[config.mk]
export PLATFORM = sky130hd
export DESIGN_NAME = base32_stream_codec
export DESIGN_NICKNAME = d
export VERILOG_FILES = /design/src/design/b32c_pkg.sv /design/src/design/b32c_front.sv /design/src/design/b32c_queue.sv /design/src/design/b32c_back.sv /design/src/design/base32_stream_codec.sv
export VERILOG_INCLUDE_DIRS = /design/src /design/src/design
export SDC_FILE = /design/constraint.sdc
export NUM_CORES = 1
export LEC_CHECK = 0
export BUFFER_PORTS_ARGS = -buffer_cell sky130_fd_sc_hd__buf_2
export CORE_MARGIN = 1.5
export CORE_UTILIZATION = 45
export CTS_BUF_LIST = sky130_fd_sc_hd__clkbuf_8
export CTS_CLUSTER_DIAMETER = 100
export DETAILED_ROUTE_END_ITERATION = 6
export MAX_ROUTING_LAYER = met4
export SETUP_SLACK_MARGIN = 0.3
export SYNTH_ARGS = -nofsm -noshare
export SYNTH_HDL_FRONTEND = slang
export SYNTH_SLANG_ARGS = --single-unit
[constraint.sdc]
create_clock -name clk -period 7.2 [get_ports clk]
set_input_delay 0.72 -clock clk [delete_from_list [all_inputs] [get_ports clk]]
set_output_delay 0.72 -clock clk [all_outputs]
set_load 0.02 [all_outputs]
[src/design/base32_stream_codec_macros.svh]
// Assertion macros shared by the base32 stream codec modules.
// The asserting module must have signals named clk and rst in scope.
`ifndef BASE32_STREAM_CODEC_MACROS_SVH
`define BASE32_STREAM_CODEC_MACROS_SVH

// Same-cycle implication, off during reset.
`define B32C_ASSERT_IMP(lbl, ante, cons, msg) \
  lbl: assert property (@(posedge clk) disable iff (rst) (ante) |-> (cons)) \
    else $error(msg);

// Next-cycle implication, off during reset.
`define B32C_ASSERT_NXT(lbl, ante, cons, msg) \
  lbl: assert property (@(posedge clk) disable iff (rst) (ante) |=> (cons)) \
    else $error(msg);

`endif

[src/design/b32c_pkg.sv]
// Types, constants and lookup functions for the base32 stream codec.
// No dependencies; every other design file but the macro header refers to it by scoped names.
package b32c_pkg;

  localparam int unsigned MaxResults = 3;

  localparam logic DirEncode = 1'b0;
  localparam logic DirDecode = 1'b1;

  typedef struct packed {
    logic [7:0] data_byte;
    logic       end_of_message;
  } in_t;

  typedef struct packed {
    logic [7:0] out_byte;
    logic       no_data;
    logic       last;
  } out_t;

  // Results produced by one input item, oldest in res[0].
  typedef struct packed {
    out_t [MaxResults-1:0] res;
    logic [1:0]            n;
  } entry_t;

  localparam logic [7:0] Alphabet [32] = '{
    8'h41, 8'h42, 8'h43, 8'h44, 8'h45, 8'h46, 8'h47, 8'h48,
    8'h4A, 8'h4B, 8'h4C, 8'h4D, 8'h4E, 8'h50, 8'h51, 8'h52,
    8'h53, 8'h54, 8'h55, 8'h56, 8'h57, 8'h58, 8'h59, 8'h5A,
    8'h32, 8'h33, 8'h34, 8'h35, 8'h36, 8'h37, 8'h38, 8'h39
  };

  function automatic logic [7:0] enc_char(input logic [4:0] sym);
    return Alphabet[sym];
  endfunction

  // Returns {valid, value}; letters match in either case.
  function automatic logic [5:0] dec_symbol(input logic [7:0] ch);
    logic [7:0] up;
    up = (ch >= 8'h61 && ch <= 8'h7A) ? (ch - 8'h20) : ch;
    if (up >= 8'h41 && up <= 8'h48) begin
      return {1'b1, 5'(up - 8'h41)};
    end else if (up >= 8'h4A && up <= 8'h4E) begin
      return {1'b1, 5'(up - 8'h4A + 8'd8)};
    end else if (up >= 8'h50 && up <= 8'h5A) begin
      return {1'b1, 5'(up - 8'h50 + 8'd13)};
    end else if (up >= 8'h32 && up <= 8'h39) begin
      return {1'b1, 5'(up - 8'h32 + 8'd24)};
    end
    return 6'd0;
  endfunction

endpackage

[src/design/b32c_front.sv]
// Front end: accepts items, runs the bit accumulator and builds one queue entry
// holding every result the item causes. Depends on b32c_pkg.
module b32c_front (
  input  logic                clk,
  input  logic                rst,
  input  logic                cfg_we,
  input  logic                cfg_wdata,
  input  logic                accept,
  input  b32c_pkg::in_t       item,
  output logic                entry_push,
  output b32c_pkg::entry_t    entry
);

  logic       direction;
  logic [6:0] pending_bits;
  logic [2:0] pending_count;
  logic [6:0] pending_bits_next;
  logic [2:0] pending_count_next;

  logic [6:0]  acc_m;
  logic [3:0]  acc_e;
  logic [11:0] a;
  logic [3:0]  c;
  logic [3:0]  rem;
  logic [11:0] rb;
  logic [5:0]  dsym;
  logic [1:0]  n;
  b32c_pkg::out_t [b32c_pkg::MaxResults-1:0] res;

  always_comb begin
    acc_m = pending_bits & 7'((8'd1 << pending_count) - 8'd1);
    acc_e = (pending_count > 3'd4) ? 4'd0 : acc_m[3:0];
    dsym  = b32c_pkg::dec_symbol(item.data_byte);
    res   = '0;
    n     = 2'd0;
    a     = '0;
    c     = '0;
    rem   = '0;
    if (direction == b32c_pkg::DirEncode) begin
      a = {acc_e, item.data_byte};
      c = ((pending_count > 3'd4) ? 4'd0 : {1'b0, pending_count}) + 4'd8;
      res[0] = '{out_byte: b32c_pkg::enc_char(5'(a >> (c - 4'd5))),
                 no_data: 1'b0, last: 1'b0};
      n = 2'd1;
      if (c >= 4'd10) begin
        res[1] = '{out_byte: b32c_pkg::enc_char(5'(a >> (c - 4'd10))),
                   no_data: 1'b0, last: 1'b0};
        n   = 2'd2;
        rem = c - 4'd10;
      end else begin
        rem = c - 4'd5;
      end
    end else if (dsym[5]) begin
      a = {acc_m, dsym[4:0]};
      c = {1'b0, pending_count} + 4'd5;
      if (c >= 4'd8) begin
        res[0] = '{out_byte: 8'(a >> (c - 4'd8)), no_data: 1'b0, last: 1'b0};
        n   = 2'd1;
        rem = c - 4'd8;
      end else begin
        rem = c;
      end
    end else begin
      a   = {5'd0, acc_m};
      rem = {1'b0, pending_count};
    end

    rb = a & ((12'd1 << rem) - 12'd1);

    // Flush: zero-fill the leftover bits into one final symbol or byte, or mark no data if none are left.
    if (item.end_of_message) begin
      if (rem == 4'd0) begin
        res[n] = '{out_byte: 8'd0, no_data: 1'b1, last: 1'b1};
      end else if (direction == b32c_pkg::DirEncode) begin
        res[n] = '{out_byte: b32c_pkg::enc_char(5'(rb << (4'd5 - rem))),
                   no_data: 1'b0, last: 1'b1};
      end else begin
        res[n] = '{out_byte: 8'(rb << (4'd8 - rem)), no_data: 1'b0, last: 1'b1};
      end
      n = n + 2'd1;
      pending_count_next = 3'd0;
      pending_bits_next  = 7'd0;
    end else begin
      pending_count_next = rem[2:0];
      pending_bits_next  = rb[6:0];
    end
  end

  assign entry_push = accept && (n != 2'd0);
  assign entry      = '{res: res, n: n};

  always_ff @(posedge clk) begin
    if (rst) begin
      direction     <= b32c_pkg::DirEncode;
      pending_bits  <= '0;
      pending_count <= '0;
    end else if (cfg_we) begin
      direction     <= cfg_wdata;
      pending_bits  <= '0;
      pending_count <= '0;
    end else if (accept) begin
      pending_bits  <= pending_bits_next;
      pending_count <= pending_count_next;
    end
  end

endmodule

[src/design/b32c_queue.sv]
// Short entry queue between front and back ends (DEPTH of 2 or more).
// Depends on b32c_pkg for the entry type.
module b32c_queue #(
  parameter int unsigned DEPTH = 2
) (
  input  logic             clk,
  input  logic             rst,
  input  logic             wr_en,
  input  b32c_pkg::entry_t wr_entry,
  input  logic             rd_en,
  output logic             full,
  output logic             valid,
  output b32c_pkg::entry_t head
);

  localparam int unsigned PtrW = $clog2(DEPTH);
  localparam int unsigned CntW = $clog2(DEPTH + 1);

  b32c_pkg::entry_t entries [DEPTH];
  logic [PtrW-1:0]  wr_ptr;
  logic [PtrW-1:0]  rd_ptr;
  logic [CntW-1:0]  count;

  assign full  = (count == CntW'(DEPTH));
  assign valid = (count != '0);
  assign head  = entries[rd_ptr];

  always_ff @(posedge clk) begin
    if (wr_en) begin
      entries[wr_ptr] <= wr_entry;
    end
  end

  always_ff @(posedge clk) begin
    if (rst) begin
      wr_ptr <= '0;
      rd_ptr <= '0;
      count  <= '0;
    end else begin
      if (wr_en) begin
        wr_ptr <= (wr_ptr == PtrW'(DEPTH - 1)) ? '0 : wr_ptr + 1'b1;
      end
      if (rd_en) begin
        rd_ptr <= (rd_ptr == PtrW'(DEPTH - 1)) ? '0 : rd_ptr + 1'b1;
      end
      if (wr_en && !rd_en) begin
        count <= count + 1'b1;
      end else if (rd_en && !wr_en) begin
        count <= count - 1'b1;
      end
    end
  end

endmodule

[src/design/b32c_back.sv]
// Back end: walks the results of the head queue entry into the output register.
// Depends on b32c_pkg and the assertion macro header.
`include "base32_stream_codec_macros.svh"

module b32c_back (
  input  logic             clk,
  input  logic             rst,
  input  logic             q_valid,
  input  b32c_pkg::entry_t head,
  output logic             q_pop,
  input  logic             pop,
  output logic             empty,
  output b32c_pkg::out_t   result
);

  logic           out_valid;
  logic [1:0]     idx;
  logic           take;
  logic           at_end;

  assign take   = q_valid && (!out_valid || pop);
  assign at_end = (idx == head.n - 2'd1);
  assign q_pop  = take && at_end;
  assign empty  = !out_valid;

  always_ff @(posedge clk) begin
    if (take) begin
      result <= head.res[idx];
    end
  end

  always_ff @(posedge clk) begin
    if (rst) begin
      out_valid <= 1'b0;
      idx       <= '0;
    end else begin
      if (take) begin
        out_valid <= 1'b1;
        idx       <= at_end ? 2'd0 : idx + 2'd1;
      end else if (pop) begin
        out_valid <= 1'b0;
      end
    end
  end

  `B32C_ASSERT_IMP(a_idx_in_entry, q_valid, idx < head.n, "result index past entry end")
  `B32C_ASSERT_IMP(a_pop_on_take, q_pop, take, "queue popped without a transaction")
  `B32C_ASSERT_IMP(a_last_closes, out_valid && result.last, idx == 2'd0,
                   "last result left entry unfinished")
  `B32C_ASSERT_NXT(a_no_phantom, !q_valid && !out_valid, !out_valid,
                   "result appeared with nothing queued")

endmodule

[src/design/base32_stream_codec.sv]
// Unpadded base32 stream codec. An item's results are written into the queue by the edge that
// takes the item, then loaded one by one into the output register when it is empty or popped.
// Items are taken one per cycle while the queue has room; results leave one per cycle while pop
// is held and more are queued, so encoding (up to two characters per byte) can fill the queue.
// Reset (rst, synchronous): direction set to encode, accumulator, queue and output
// cleared. Depends on b32c_pkg, b32c_front, b32c_queue, b32c_back.
module base32_stream_codec #(
  parameter int unsigned QUEUE_DEPTH = 2
) (
  input  logic             clk,
  input  logic             rst,
  input  logic             cfg_we,
  input  logic             cfg_wdata,
  input  logic             push,
  output logic             full,
  input  b32c_pkg::in_t    item,
  output logic             empty,
  input  logic             pop,
  output b32c_pkg::out_t   result
);

  logic             accept;
  logic             entry_push;
  b32c_pkg::entry_t entry;
  logic             q_valid;
  logic             q_pop;
  b32c_pkg::entry_t head;

  assign accept = push && !full;

  b32c_front u_front (
    .clk        (clk),
    .rst        (rst),
    .cfg_we     (cfg_we),
    .cfg_wdata  (cfg_wdata),
    .accept     (accept),
    .item       (item),
    .entry_push (entry_push),
    .entry      (entry)
  );

  b32c_queue #(
    .DEPTH (QUEUE_DEPTH)
  ) u_queue (
    .clk      (clk),
    .rst      (rst),
    .wr_en    (entry_push),
    .wr_entry (entry),
    .rd_en    (q_pop),
    .full     (full),
    .valid    (q_valid),
    .head     (head)
  );

  b32c_back u_back (
    .clk     (clk),
    .rst     (rst),
    .q_valid (q_valid),
    .head    (head),
    .q_pop   (q_pop),
    .pop     (pop),
    .empty   (empty),
    .result  (result)
  );

endmodule
=== After elaboration in Yosys (flattened, before gate mapping) ===
Memory sizes are Yosys's and may differ from the RTL's. A register that Yosys moved wholly into a read port is not among the register bits.
Cells that the tools add are included.

* Register bits: 28
* RAM bits: 64
* ROM bits: 768
* Input bits: 15
* Output and inout port bits: 12
* Memories: 4

* Add/sub/neg operators: 24
* $lt $le $gt $ge: 19
* Equal/unequal tests: 2
* Shift operators: 7
* Multiplexer cells: 56
* Bitwise logic cells: 8
* Reduce and logical (&&, ||, !) cells: 23

{| class="wikitable"
|+ Memory list
! name !! words !! bits a word !! rd ports !! clocked after Yosys merged registers in !! write ports !! RTL line !! RTL
|-
| (name not given) || 32 || 8 || 1 || 0 || 0 || b32c_pkg.sv:35 || <nowiki>return Alphabet[sym];</nowiki>
|-
| (name not given) || 32 || 8 || 1 || 0 || 0 || b32c_pkg.sv:35 ||
|-
| (name not given) || 32 || 8 || 1 || 0 || 0 || b32c_pkg.sv:35 ||
|-
| u_queue.entries || 2 || 32 || 1 || 1 || 1 || b32c_queue.sv:19 || <nowiki>b32c_pkg::entry_t entries [DEPTH];</nowiki>
|}

{| class="wikitable"
|+ Operators with widths
! operator !! count
|-
| $mux 30 || 3
|-
| $mux 10 || 7
|-
| $bwmux 30 || 2
|-
| $mux 8 || 7
|-
| $ge 8x7->1 const B || 4
|-
| $le 8x7->1 const B || 4
|-
| $mux 6 || 5
|-
| $and 16x24->24 || 1
|-
| $mux 12 || 2
|-
| $not 24->24 || 1
|-
| $shr 12x4->5 || 2
|-
| $bmux 10 s2 || 1
|-
| $demux 10 s2 || 1
|-
| $mux 4 || 5
|-
| $ge 6x6->1 const B || 3
|-
| $not 5->6 || 3
|-
| $mux 2 || 7
|-
| $mux 1 || 13
|-
| $and 12x12->12 || 1
|-
| $logic_and 1x1->1 || 12
|-
| $shl 1x4->12 const A || 1
|-
| $shl 12x4->5 || 1
|-
| $shl 12x4->8 || 1
|-
| $shr 12x4->8 || 1
|-
| 35 further kinds || 51
|}

=== Depth between registers and ports, before layout ===
Gate-level depths: netlist of run 1.

* Depth in word-level cells: 24
* Depth in mapped cells: 29
* Depth with buffers taken out: 25

=== Hierarchy ===
From an unflattened synthesis of run 1, not the netlist that was laid out.

* Cells, all modules: 882
* Area total of the unflattened synthesis: 7931.4 µm²

{| class="wikitable"
|+ By module, submodules not included
! module !! instances !! cells each !! area an instance (µm²)
|-
| b32c_front || 1 || 691 || 4697.0
|-
| b32c_queue || 1 || 122 || 2519.9
|-
| b32c_back || 1 || 68 || 700.7
|-
| base32_stream_codec || 1 || 1 || 13.8
|}

=== Worst setup path after synthesis of run 1 ===
No wires, ideal clock.

* Path type: input -> register
* Start point: in item[2] (netlist bit)
* End point: mem u_queue.entries[0][14] (netlist bit), data pin
* Data arrival time: 6.439 ns
* Required time: 6.926 ns
* Path slack: 0.487 ns
* Stages: 26
* Buffers on the path: 3
* Cells stage by stage: clkbuf_1 > inv_1 > ha_1 > or4b_4 > o221a_4 > a22o_4 > a31oi_4 > nand2_4 > a311oi_4 > inv_2 > buf_2 > nor2_2 > ha_1 > clkbuf_1 > nand2_1 > ha_1 > nor2_1 > a41o_1 > a31o_2 > and2_1 > o211ai_1 > inv_1 > ha_1 > or3_4 > a41oi_2 > o22ai_1

{| class="wikitable"
|+ RTL lines
! element !! RTL line !! RTL
|-
| start: declaration || base32_stream_codec.sv:16 || <nowiki>input b32c_pkg::in_t item,</nowiki>
|-
| end: declaration || b32c_queue.sv:19 ||
|}

==> flow_summary.json, run 1 <==
{
  "outcome": "finished, final reports clean",
  "netlist_top_cells_area": "edfxtp_1 29%, ha_1 6.4%, mux4_2 6.1%",
  "p_per_area_nw_per_um2": 250.0,
  "crit_chain": "inv_1 -> ha_1 -> nand2b_1 -> nand2_1 -> ha_1 -> a211oi_1 -> a21o_1 -> clkinv_1 -> nor2_1 -> nand3_1 -> ha_1 -> nor2_1 -> a41o_1 -> a31o_2 -> a22oi_1 -> a211o_1 -> a21o_1 -> mux2i_1 -> a211o_1 -> o21ai_1",
  "netlist_top_cells_count": "86 x nor2_1, 74 x edfxtp_1, 66 x nand2_1",
  "setup.worst_path.end": "u_queue.entries[1][15]",
  "synthArstFlopShare_pct": 0,
  "die_width_microns": 134.4,
  "cts_setup_buffers": 0,
  "dp_hpwl_microns": 16810,
  "critPathMostFrequentCell": "ha_1",
  "fin_tns_setup_ps": 0,
  "grt_setup_unrepaired": "no",
  "drt-total-wl_microns": 22280,
  "setup_viol": 0,
  "die_h_microns": 134.4,
  "drt_first_iter_violations": 659,
  "final.fill_count": 1621,
  "port_buffers": 26,
  "fin_area_sq_um": 8319,
  "ys_ff_latch": 93,
  "grt.overflow.total": 0,
  "avgRoutedWirePerCell_microns": 20.69,
  "ys.flop_type": "edfxtp_1",
  "wl_met3_microns": 991,
  "hp-class": "register to register",
  "final_cells": 1077,
  "area_growth_pct": 7.018,
  "synth_edf_count": 74,
  "post-route-min-period_ps": 6432,
  "grt_pass1_vias": 6511,
  "drc": 0,
  "hold_viol": 0,
  "numPlacedInstances": 1061,
  "yosys_warnings": 0,
  "endpoint_kind": "register",
  "synth.most_common_cell": "nor2_1",
  "clk_latency_ps": 360,
  "cts_tree": "yes",
  "cts.sinks": 93,
  "cp.arrival_ps": 6620,
  "crit_slowest_cell": "ha_1",
  "cts-htree-levels": 3,
  "synthDistinctLibCells": 89,
  "gr-usage-all-layers_pct": 26.09,
  "path_buf_inv": 2,
  "ctsHoldBuffers": 0,
  "setup_slack_ps": 767.8,
  "r2r_cells": 20,
  "vdd_drop_max_mv": 0.1727,
  "cp-startpoint": "u_front.pending_count[0]",
  "dieArea_sq_um": 18070,
  "worst_pin_slew_ps": 1011,
  "cpLargestDelayFamily": "compound AO/OA/AOI/OAI gates",
  "cp.depth": 20,
  "grt_pass1_wl_microns": 35690,
  "crit_type": "register to register",
  "synth.avg_cell_area_sq_um": 9.167,
  "yosysTopAreaCell": "edfxtp_1",
  "place.gp.congestion": 0.9400,
  "power.leakage_nw": 3.031,
  "cts.clk_slew.worst_paths_ps": 100,
  "place_ws_ps": 494.9,
  "ys_seq_area_share_pct": 33.48,
  "synth_top_area_share_pct": 28.59,
  "core_sq_um": 16700,
  "ctsResizeCount": 0,
  "numCtsBuffers": 9,
  "drive_gt1_share_pct": 14.00,
  "rows": 47,
  "grt_max_degree": 34,
  "wl_met2_microns": 10460,
  "post-route-period-util_pct": 89.34,
  "synth_cells": 848,
  "postRouteAntennaNets": 0,
  "final-max-slew-violation-count": 0,
  "r2r_start": "u_front.pending_count[0]",
  "clk_path_buf_depth": 2,
  "highest_layer": "met4",
  "slew_headroom_pct": 32.18,
  "worstPathMaxFanout": 11,
  "placed_cell_area_sq_um": 8122,
  "mappedNetlistArea_sq_um": 7774,
  "dr.pass1.iters": 5,
  "via_count": 6749,
  "hold_depth": 2,
  "r2r-end": "u_queue.entries[1][15]",
  "start_kind": "register",
  "skew_ps": 8.927,
  "wl_met1_microns": 10210,
  "ff2ff_setup_slack_ps": 770,
  "cts_root_buffer": "clkbuf_8",
  "pin_count": 27,
  "critical_path_required_ps": 7390,
  "diodes": 0,
  "antenna_found_initial": 0,
  "nets": 907,
  "via_per_inst": 6.266,
  "fmax_ghz": 0.1555,
  "initial_core_util_pct": 46.55,
  "maxCapViolCount": 0,
  "cpPeakStageDelay_ps": 590
}
sequential cells by signal, summed over array words and instances, names as in the netlist, named ones only:
name / flops
u_queue.entries: 64
u_back.result: 10
u_front.pending_bits: 7
u_front.pending_count: 3
u_back.idx: 2
u_queue.count: 2
u_back.out_valid: 1
u_front.direction: 1
u_queue.rd_ptr: 1
u_queue.wr_ptr: 1
kinds of logic after synthesis:
| logic type | synth area share (%) |
|---|---|
| other | 0.04824 |
| muxes | 11.59 |
| adders and majority gates | 6.438 |
| xor gates and xnor gates | 2.366 |
| buffers and inverters | 5.295 |
| and+or+nand+nor | 17.08 |
| DFF | 33.48 |
| AOI/OAI and AO/OA | 23.71 |
worst min-delay path by stage:
stage | slack, ps | to | from
3_3_place_gp | 490 | u_queue.rd_ptr | u_queue.rd_ptr
3_5_place_dp | 500 | u_front.pending_bits[6] | u_front.pending_bits[6]
6_report | 520 | u_back.out_valid | u_back.out_valid
2_1_floorplan | 470 | u_front.pending_bits[3] | u_front.pending_bits[3]
4_1_cts | 520 | u_back.out_valid | u_back.out_valid
5_1_grt | 550 | u_back.out_valid | u_back.out_valid
cell usage in the layout, fill, tap and decap left out, types with 26 or more instances in the layout:
cell type / instances
nor3_1: 27
edfxtp_1: 74
nand2_1: 66
inv_1: 44
mux2i_1: 36
buf_2: 26
a21oi_1: 40
nor2_1: 84
o21ai_0: 43
ha_1: 40
area by class of cell:
class / instances / area (sq um) / share of cell area [%]
Clock buffer: 9 / 123.9 / 1.489
Clock inverter: 7 / 73.82 / 0.8874
Inverter: 48 / 180.2 / 2.166
Multi-Input combinational cell: 652 / 4768 / 57.32
Sequential cell: 93 / 2603 / 31.28
Tap cell: 220 / 275.3 / 3.309
Timing Repair Buffer: 48 / 295.3 / 3.549
worst register-to-register path, delay by kind of cell, from the launching register on:
family,cells,cell delay (ps)
and+or+nand+nor,5,950
muxes,1,90
DFF,1,320
AOI/OAI and AO/OA,9,2940
adders and majority gates,3,1380
buffers and inverters,2,560
power breakdown:
part	leakage, nW	switching (mW)	internal (mW)
clock	0.0968	0.188	0.162
sequential	0.861	0.0546	0.742
combinational	2.07	0.567	0.366
per-stage QoR:
| step | hold WS, ps | util (%) | power (mW) |
|---|---|---|---|
| 2_1_floorplan | 467.1 | - | 1.498 |
| 3_3_place_gp | 485.2 | 48.63 | 1.719 |
| 3_5_place_dp | 500.9 | 48.63 | 1.737 |
| 4_1_cts | 520.3 | 49.81 | 2.090 |
| 5_1_grt | 546.2 | 49.81 | 2.208 |
| 6_report | 520.1 | 49.81 | 2.080 |
routing by layer:
layer / GRT usage (%) / vias to the layer above
li1: - / 3203
met1: 35.08 / 3309
met2: 40.94 / 203
met3: 2.381 / 34
met4: 10.10 / 0
met5: - / -
Power figures use the tool's default switching activity.
==> inputs of run 2 (changes only) <==
==> constraint.sdc (replaced) <==
create_clock -name clk -period 7.2 [get_ports clk]
set_input_delay 1.08 -clock clk [delete_from_list [all_inputs] [get_ports clk]]
set_output_delay 1.08 -clock clk [all_outputs]
set_load 0.02 [all_outputs]
==> run 2 against run 1 <==
  * Final cell count about the same
  * Clock skew increased by 4.0 ps
  * Setup slack worse by 210 ps
  * Design area rose by 0.35%
  * Die area unchanged
  * Combinational power up 1%
  * Wire length is 1.1% lower
  * Sequential cell count unchanged
  * Non-clock buffer count rose by 2
  * Highest routed layer unchanged
==> flow_summary.json, run 2 (same netlist as run 1, synthesis figures left out) <==
{
  "numPlacedInstances": 1060,
  "clk_latency_ps": 350,
  "start_kind": "input port",
  "cts_root_buffer": "clkbuf_8",
  "diodes": 0,
  "core_sq_um": 16700,
  "seq_area_sq_um": 2603,
  "final-max-slew-violation-count": 0,
  "worstPathMaxFanout": 14,
  "outcome": "finished, final reports clean",
  "postRouteAntennaNets": 0,
  "ff2ff_setup_slack_ps": 1220,
  "clk_path_buf_depth": 2,
  "cts-htree-levels": 3,
  "slew_headroom_pct": 25.00,
  "critPathMostFrequentCell": "ha_1",
  "nets": 909,
  "grt.overflow.total": 0,
  "crit_slowest_cell": "or4b_4",
  "numCtsBuffers": 9,
  "pin_count": 27,
  "dieArea_sq_um": 18070,
  "cts.sinks": 93,
  "fmax_ghz": 0.1506,
  "worst_pin_slew_ps": 1118,
  "via_per_inst": 6.266,
  "via_count": 6755,
  "endpoint_kind": "register",
  "multiInputGateArea_sq_um": 4792,
  "drt_first_iter_violations": 498,
  "final.fill_count": 1576,
  "gr-usage-all-layers_pct": 25.38,
  "critical_path_required_ps": 7310,
  "cts.clk_slew.worst_paths_ps": 90,
  "die_width_microns": 134.4,
  "vdd_drop_max_mv": 0.1917,
  "post-route-min-period_ps": 6642,
  "final_cell_mix": "84 x nor2_1, 74 x edfxtp_1, 66 x nand2_1",
  "final_cells": 1078,
  "antenna_found_initial": 0,
  "skew_ps": 12.90,
  "place.gp.congestion": 0.9825,
  "fin_tns_setup_ps": 0,
  "maxCapViolCount": 0,
  "grt_pass1_vias": 6466,
  "grt_setup_unrepaired": "no",
  "rows": 47,
  "area_growth_pct": 7.388,
  "initial_core_util_pct": 46.55,
  "drive_gt1_share_pct": 14.92,
  "grt_pass1_wl_microns": 34960,
  "cts_tree": "yes",
  "largest_reg_flops": 64,
  "drc": 0,
  "setup_viol": 0,
  "final_common_cell": "nor2_1",
  "post-route-period-util_pct": 92.25,
  "fin_hold_ws_ps": 500.4,
  "port_buffers": 26,
  "drt-total-wl_microns": 22050,
  "die_h_microns": 134.4,
  "dp_hpwl_microns": 16760,
  "hold_viol": 0,
  "largestRegisters": "u_queue.entries x64, u_back.result x10, u_front.pending_bits x7",
  "crit_type": "input port to register",
  "dr.pass1.iters": 7,
  "grt_max_degree": 34,
  "setup_slack_ps": 557.7,
  "avgRoutedWirePerCell_microns": 20.45,
  "power.leakage_nw": 3.042,
  "p_per_area_nw_per_um2": 248.6,
  "cpPeakStageDelay_ps": 500,
  "cp.arrival_ps": 6750,
  "place_ws_ps": 195.5,
  "crit_chain": "buf_2 -> inv_1 -> ha_2 -> or4b_4 -> o221a_4 -> a22o_4 -> a31oi_4 -> nand2_4 -> a311oi_4 -> inv_2 -> nor2_2 -> ha_1 -> nand2_1 -> ha_1 -> nor2_1 -> a41o_1 -> a31o_2 -> and2_1 -> o211ai_1 -> inv_1 -> ha_1 -> or3_4 -> a41oi_2 -> o22ai_1",
  "final_util_pct": 49.99,
  "hp-class": "register to register",
  "largest_register": "u_queue.entries"
}
## run 2: routing by layer
layer	global-route usage, %	vias up	wire, microns
met5	-	-	0
met2	40.94	267	10330
met4	9.080	0	678
li1	-	3202	-
met1	33.69	3242	9821
met3	2.003	44	1215
## run 2: power by group
part           leakage (nW)  switching [mW]  internal (mW)  total, mW
clock network        0.0968           0.176          0.159      0.336
registers             0.861          0.0529          0.742      0.795
logic                  2.08           0.572          0.373      0.945
## run 2: final timing paths
kind,cells after the start,startpoint,endpoint
worst min-delay path,2,u_back.out_valid,u_back.out_valid
worst min register to register,2,u_back.out_valid,u_back.out_valid
worst max-delay path,24,item[2],u_queue.entries[1][14]
worst max register to register,21,u_front.pending_count[0],u_queue.entries[1][14]
## run 2: timing repair
action	4_1_cts	5_1_grt
buffers inserted	0	3
hold buffers	0	0
endpoints found under the setup margin	0	20
gates resized for setup	0	5
## run 2: layout make-up
class,instances,share of cell area [%]
inverter,48,2.158
timing repair buffer,50,3.717
sequential,93,31.18
clock inverter,6,0.7644
multi-input combinational,652,57.40
clock buffer,9,1.484
tap,220,3.297
## run 2: stage by stage
| stage | total power [mW] | cell area [sq um] |
|---|---|---|
| 2_1_floorplan | 1.498 | 7782 |
| 3_3_place_gp | 1.721 | 8117 |
| 3_5_place_dp | 1.740 | 8117 |
| 4_1_cts | 2.080 | 8304 |
| 5_1_grt | 2.201 | 8348 |
| 6_report | 2.075 | 8348 |
## run 2: worst max-delay path, delay by kind of cell
family                     cells  cell delay [ps]
adders and majority gates      4             1020
buffers and inverters          4              660
and+or+nand+nor                7             1540
AOI/OAI and AO/OA              9             2450
==> inputs of run 3 (changes only) <==
--- a/config.mk
+++ b/config.mk
@@ -7,10 +7,10 @@
 export NUM_CORES = 1
 export LEC_CHECK = 0
 export BUFFER_PORTS_ARGS = -buffer_cell sky130_fd_sc_hd__buf_2
-export CORE_MARGIN = 1.5
 export CORE_UTILIZATION = 45
 export CTS_BUF_LIST = sky130_fd_sc_hd__clkbuf_8
 export CTS_CLUSTER_DIAMETER = 100
+export CTS_CLUSTER_SIZE = 30
 export DETAILED_ROUTE_END_ITERATION = 6
 export MAX_ROUTING_LAYER = met4
 export SETUP_SLACK_MARGIN = 0.3
==> run 3 against run 2 <==
  * Final cell count is 0.37% higher
  * Fmax up 0.27%
  * Worst hold slack gained 14 ps
  * Design area is 0.70% higher
  * Clock-buffer cell count did not move
==> flow_summary.json, run 3 (same netlist as run 1, synthesis figures left out) <==
{
  "ctsHoldBuffers": 0,
  "die_h_microns": 133.4,
  "clk_latency_ps": 370,
  "numCtsBuffers": 9,
  "outcome": "finished, final reports clean",
  "place.gp.congestion": 0.9503,
  "maxCapViolCount": 0,
  "skew_ps": 16.36,
  "p_per_area_nw_per_um2": 253.6,
  "nets": 912,
  "cts_tree": "yes",
  "critical_path_required_ps": 7310,
  "vdd_drop_max_mv": 0.1770,
  "die_width_microns": 133.4,
  "crit_type": "input port to register",
  "rows": 47,
  "grt_pass1_vias": 6535,
  "largestRegisters": "u_queue.entries x64, u_back.result x10, u_front.pending_bits x7",
  "post-route-min-period_ps": 6625,
  "drive_gt1_share_pct": 15.31,
  "start_kind": "input port",
  "setup_viol": 0,
  "p_total_mw": 2.132,
  "hp-class": "register to register",
  "seq_area_sq_um": 2603,
  "antenna_found_initial": 0,
  "largest_register": "u_queue.entries",
  "dp_hpwl_microns": 16700,
  "core_sq_um": 16700,
  "cts_root_buffer": "clkbuf_8",
  "worstPathMaxFanout": 14,
  "worst_pin_slew_ps": 939.7,
  "grt_setup_unrepaired": "no",
  "dieArea_sq_um": 17800,
  "cp.arrival_ps": 6730,
  "fmax_ghz": 0.1510,
  "fin_hold_ws_ps": 514.6,
  "power.leakage_nw": 3.071,
  "multiInputGateArea_sq_um": 4786,
  "grt_max_degree": 34,
  "drt-total-wl_microns": 22000,
  "largest_reg_flops": 64,
  "cts-htree-levels": 3,
  "avgRoutedWirePerCell_microns": 20.33,
  "pin_count": 27,
  "clk_path_buf_depth": 2,
  "hold_viol": 0,
  "post-route-period-util_pct": 92.01,
  "dr.pass1.iters": 5,
  "grt_pass1_wl_microns": 35350,
  "diodes": 0,
  "final-max-slew-violation-count": 0,
  "via_per_inst": 6.351,
  "cts.clk_slew.worst_paths_ps": 90,
  "cts.sinks": 93,
  "final.fill_count": 1556,
  "postRouteAntennaNets": 0,
  "initial_core_util_pct": 46.55,
  "fin_tns_setup_ps": 0,
  "port_buffers": 26,
  "drt_first_iter_violations": 614,
  "grt.overflow.total": 0,
  "slew_headroom_pct": 36.97,
  "final_cell_mix": "84 x nor2_1, 74 x edfxtp_1, 66 x nand2_1",
  "endpoint_kind": "register",
  "final_common_cell": "nor2_1",
  "area_growth_pct": 8.144,
  "drc": 0,
  "gr-usage-all-layers_pct": 26.04,
  "via_count": 6872
}
[run 3: changes by cell type in the layout (fill, tap and decap cells not counted)]
cell,previous run,this run
buf_4,24,27
inv_1,44,43
clkinv_2,3,1
a22oi_2,1,0
nor3_2,0,1
a31oi_1,11,12
a31oi_2,3,2
inv_6,0,3
a22oi_1,13,14
bufinv_16,1,2
nor3_1,27,26
[run 3: path summary, 6_finish.rpt]
| check | from | endpoint | slack (ps) | cells after the start |
|---|---|---|---|---|
| worst max register to register | u_front.pending_count[0] | u_queue.entries[1][14] | 1210 | 21 |
| worst min-delay path | u_back.out_valid | u_back.out_valid | 510 | 2 |
| worst max-delay path | item[2] | u_queue.entries[1][14] | 580 | 23 |
| worst min register to register | u_back.out_valid | u_back.out_valid | 510 | 2 |
[run 3: through the flow]
stage               worst slack [ps]  cell area, sq um  utilization, %  cells
finish                         575.3              8407           50.34   1082
CTS                            665.5              8366           50.09   1079
floorplan                      310.0              7782               -    849
detailed placement             269.7              8139           48.73   1063
global route                   309.9              8407           50.34   1082
global placement               450.9              8139           48.73   1063
[run 3: repair_timing]
action                     4_1_cts  5_1_grt
setup endpoints to repair        0       10
setup buffers                    0        3
resized for setup                0        5
[run 3: final cells by class]
| class | instances | share of cell area [%] |
|---|---|---|
| multi-input combinational | 652 | 56.93 |
| sequential | 93 | 30.96 |
| timing repair buffer | 53 | 3.959 |
| tap | 220 | 3.274 |
| inverter | 48 | 2.188 |
| clock buffer | 9 | 1.473 |
| clock inverter | 7 | 1.220 |
[run 3: per-layer routing]
layer  part of all wire (%)  GRT usage, %  routed length (microns)
met1                     44         34.02                     9702
met3                    5.7         2.892                     1251
met4                    2.6         9.280                      572
met2                     48         41.84                    10470
met5                      0             -                        0
[run 3: worst max-delay path: stages]
cell and delay, ps:
buf_2 250, clkinvlp_4 250, ha_1 240, or4b_4 510, o221a_4 320, a22o_4 300, a31oi_4 350, nand2_4 150
a311oi_4 350, inv_2 70, nor2_2 130, ha_1 180, nand2_1 80, ha_1 320, nor2_1 60, a41o_1 280
a31o_2 260, a22oi_1 420, nand2_1 190, a21o_1 260, or3_4 340, a41oi_2 200, o22ai_1 120
[run 3: power by group]
part           switching (mW)  total [mW]  internal (mW)  leakage [nW]
registers              0.0545       0.796          0.742         0.861
logic                   0.567       0.942          0.374          2.09
clock network           0.193       0.394          0.201         0.117
total                   0.815        2.13           1.32          3.07
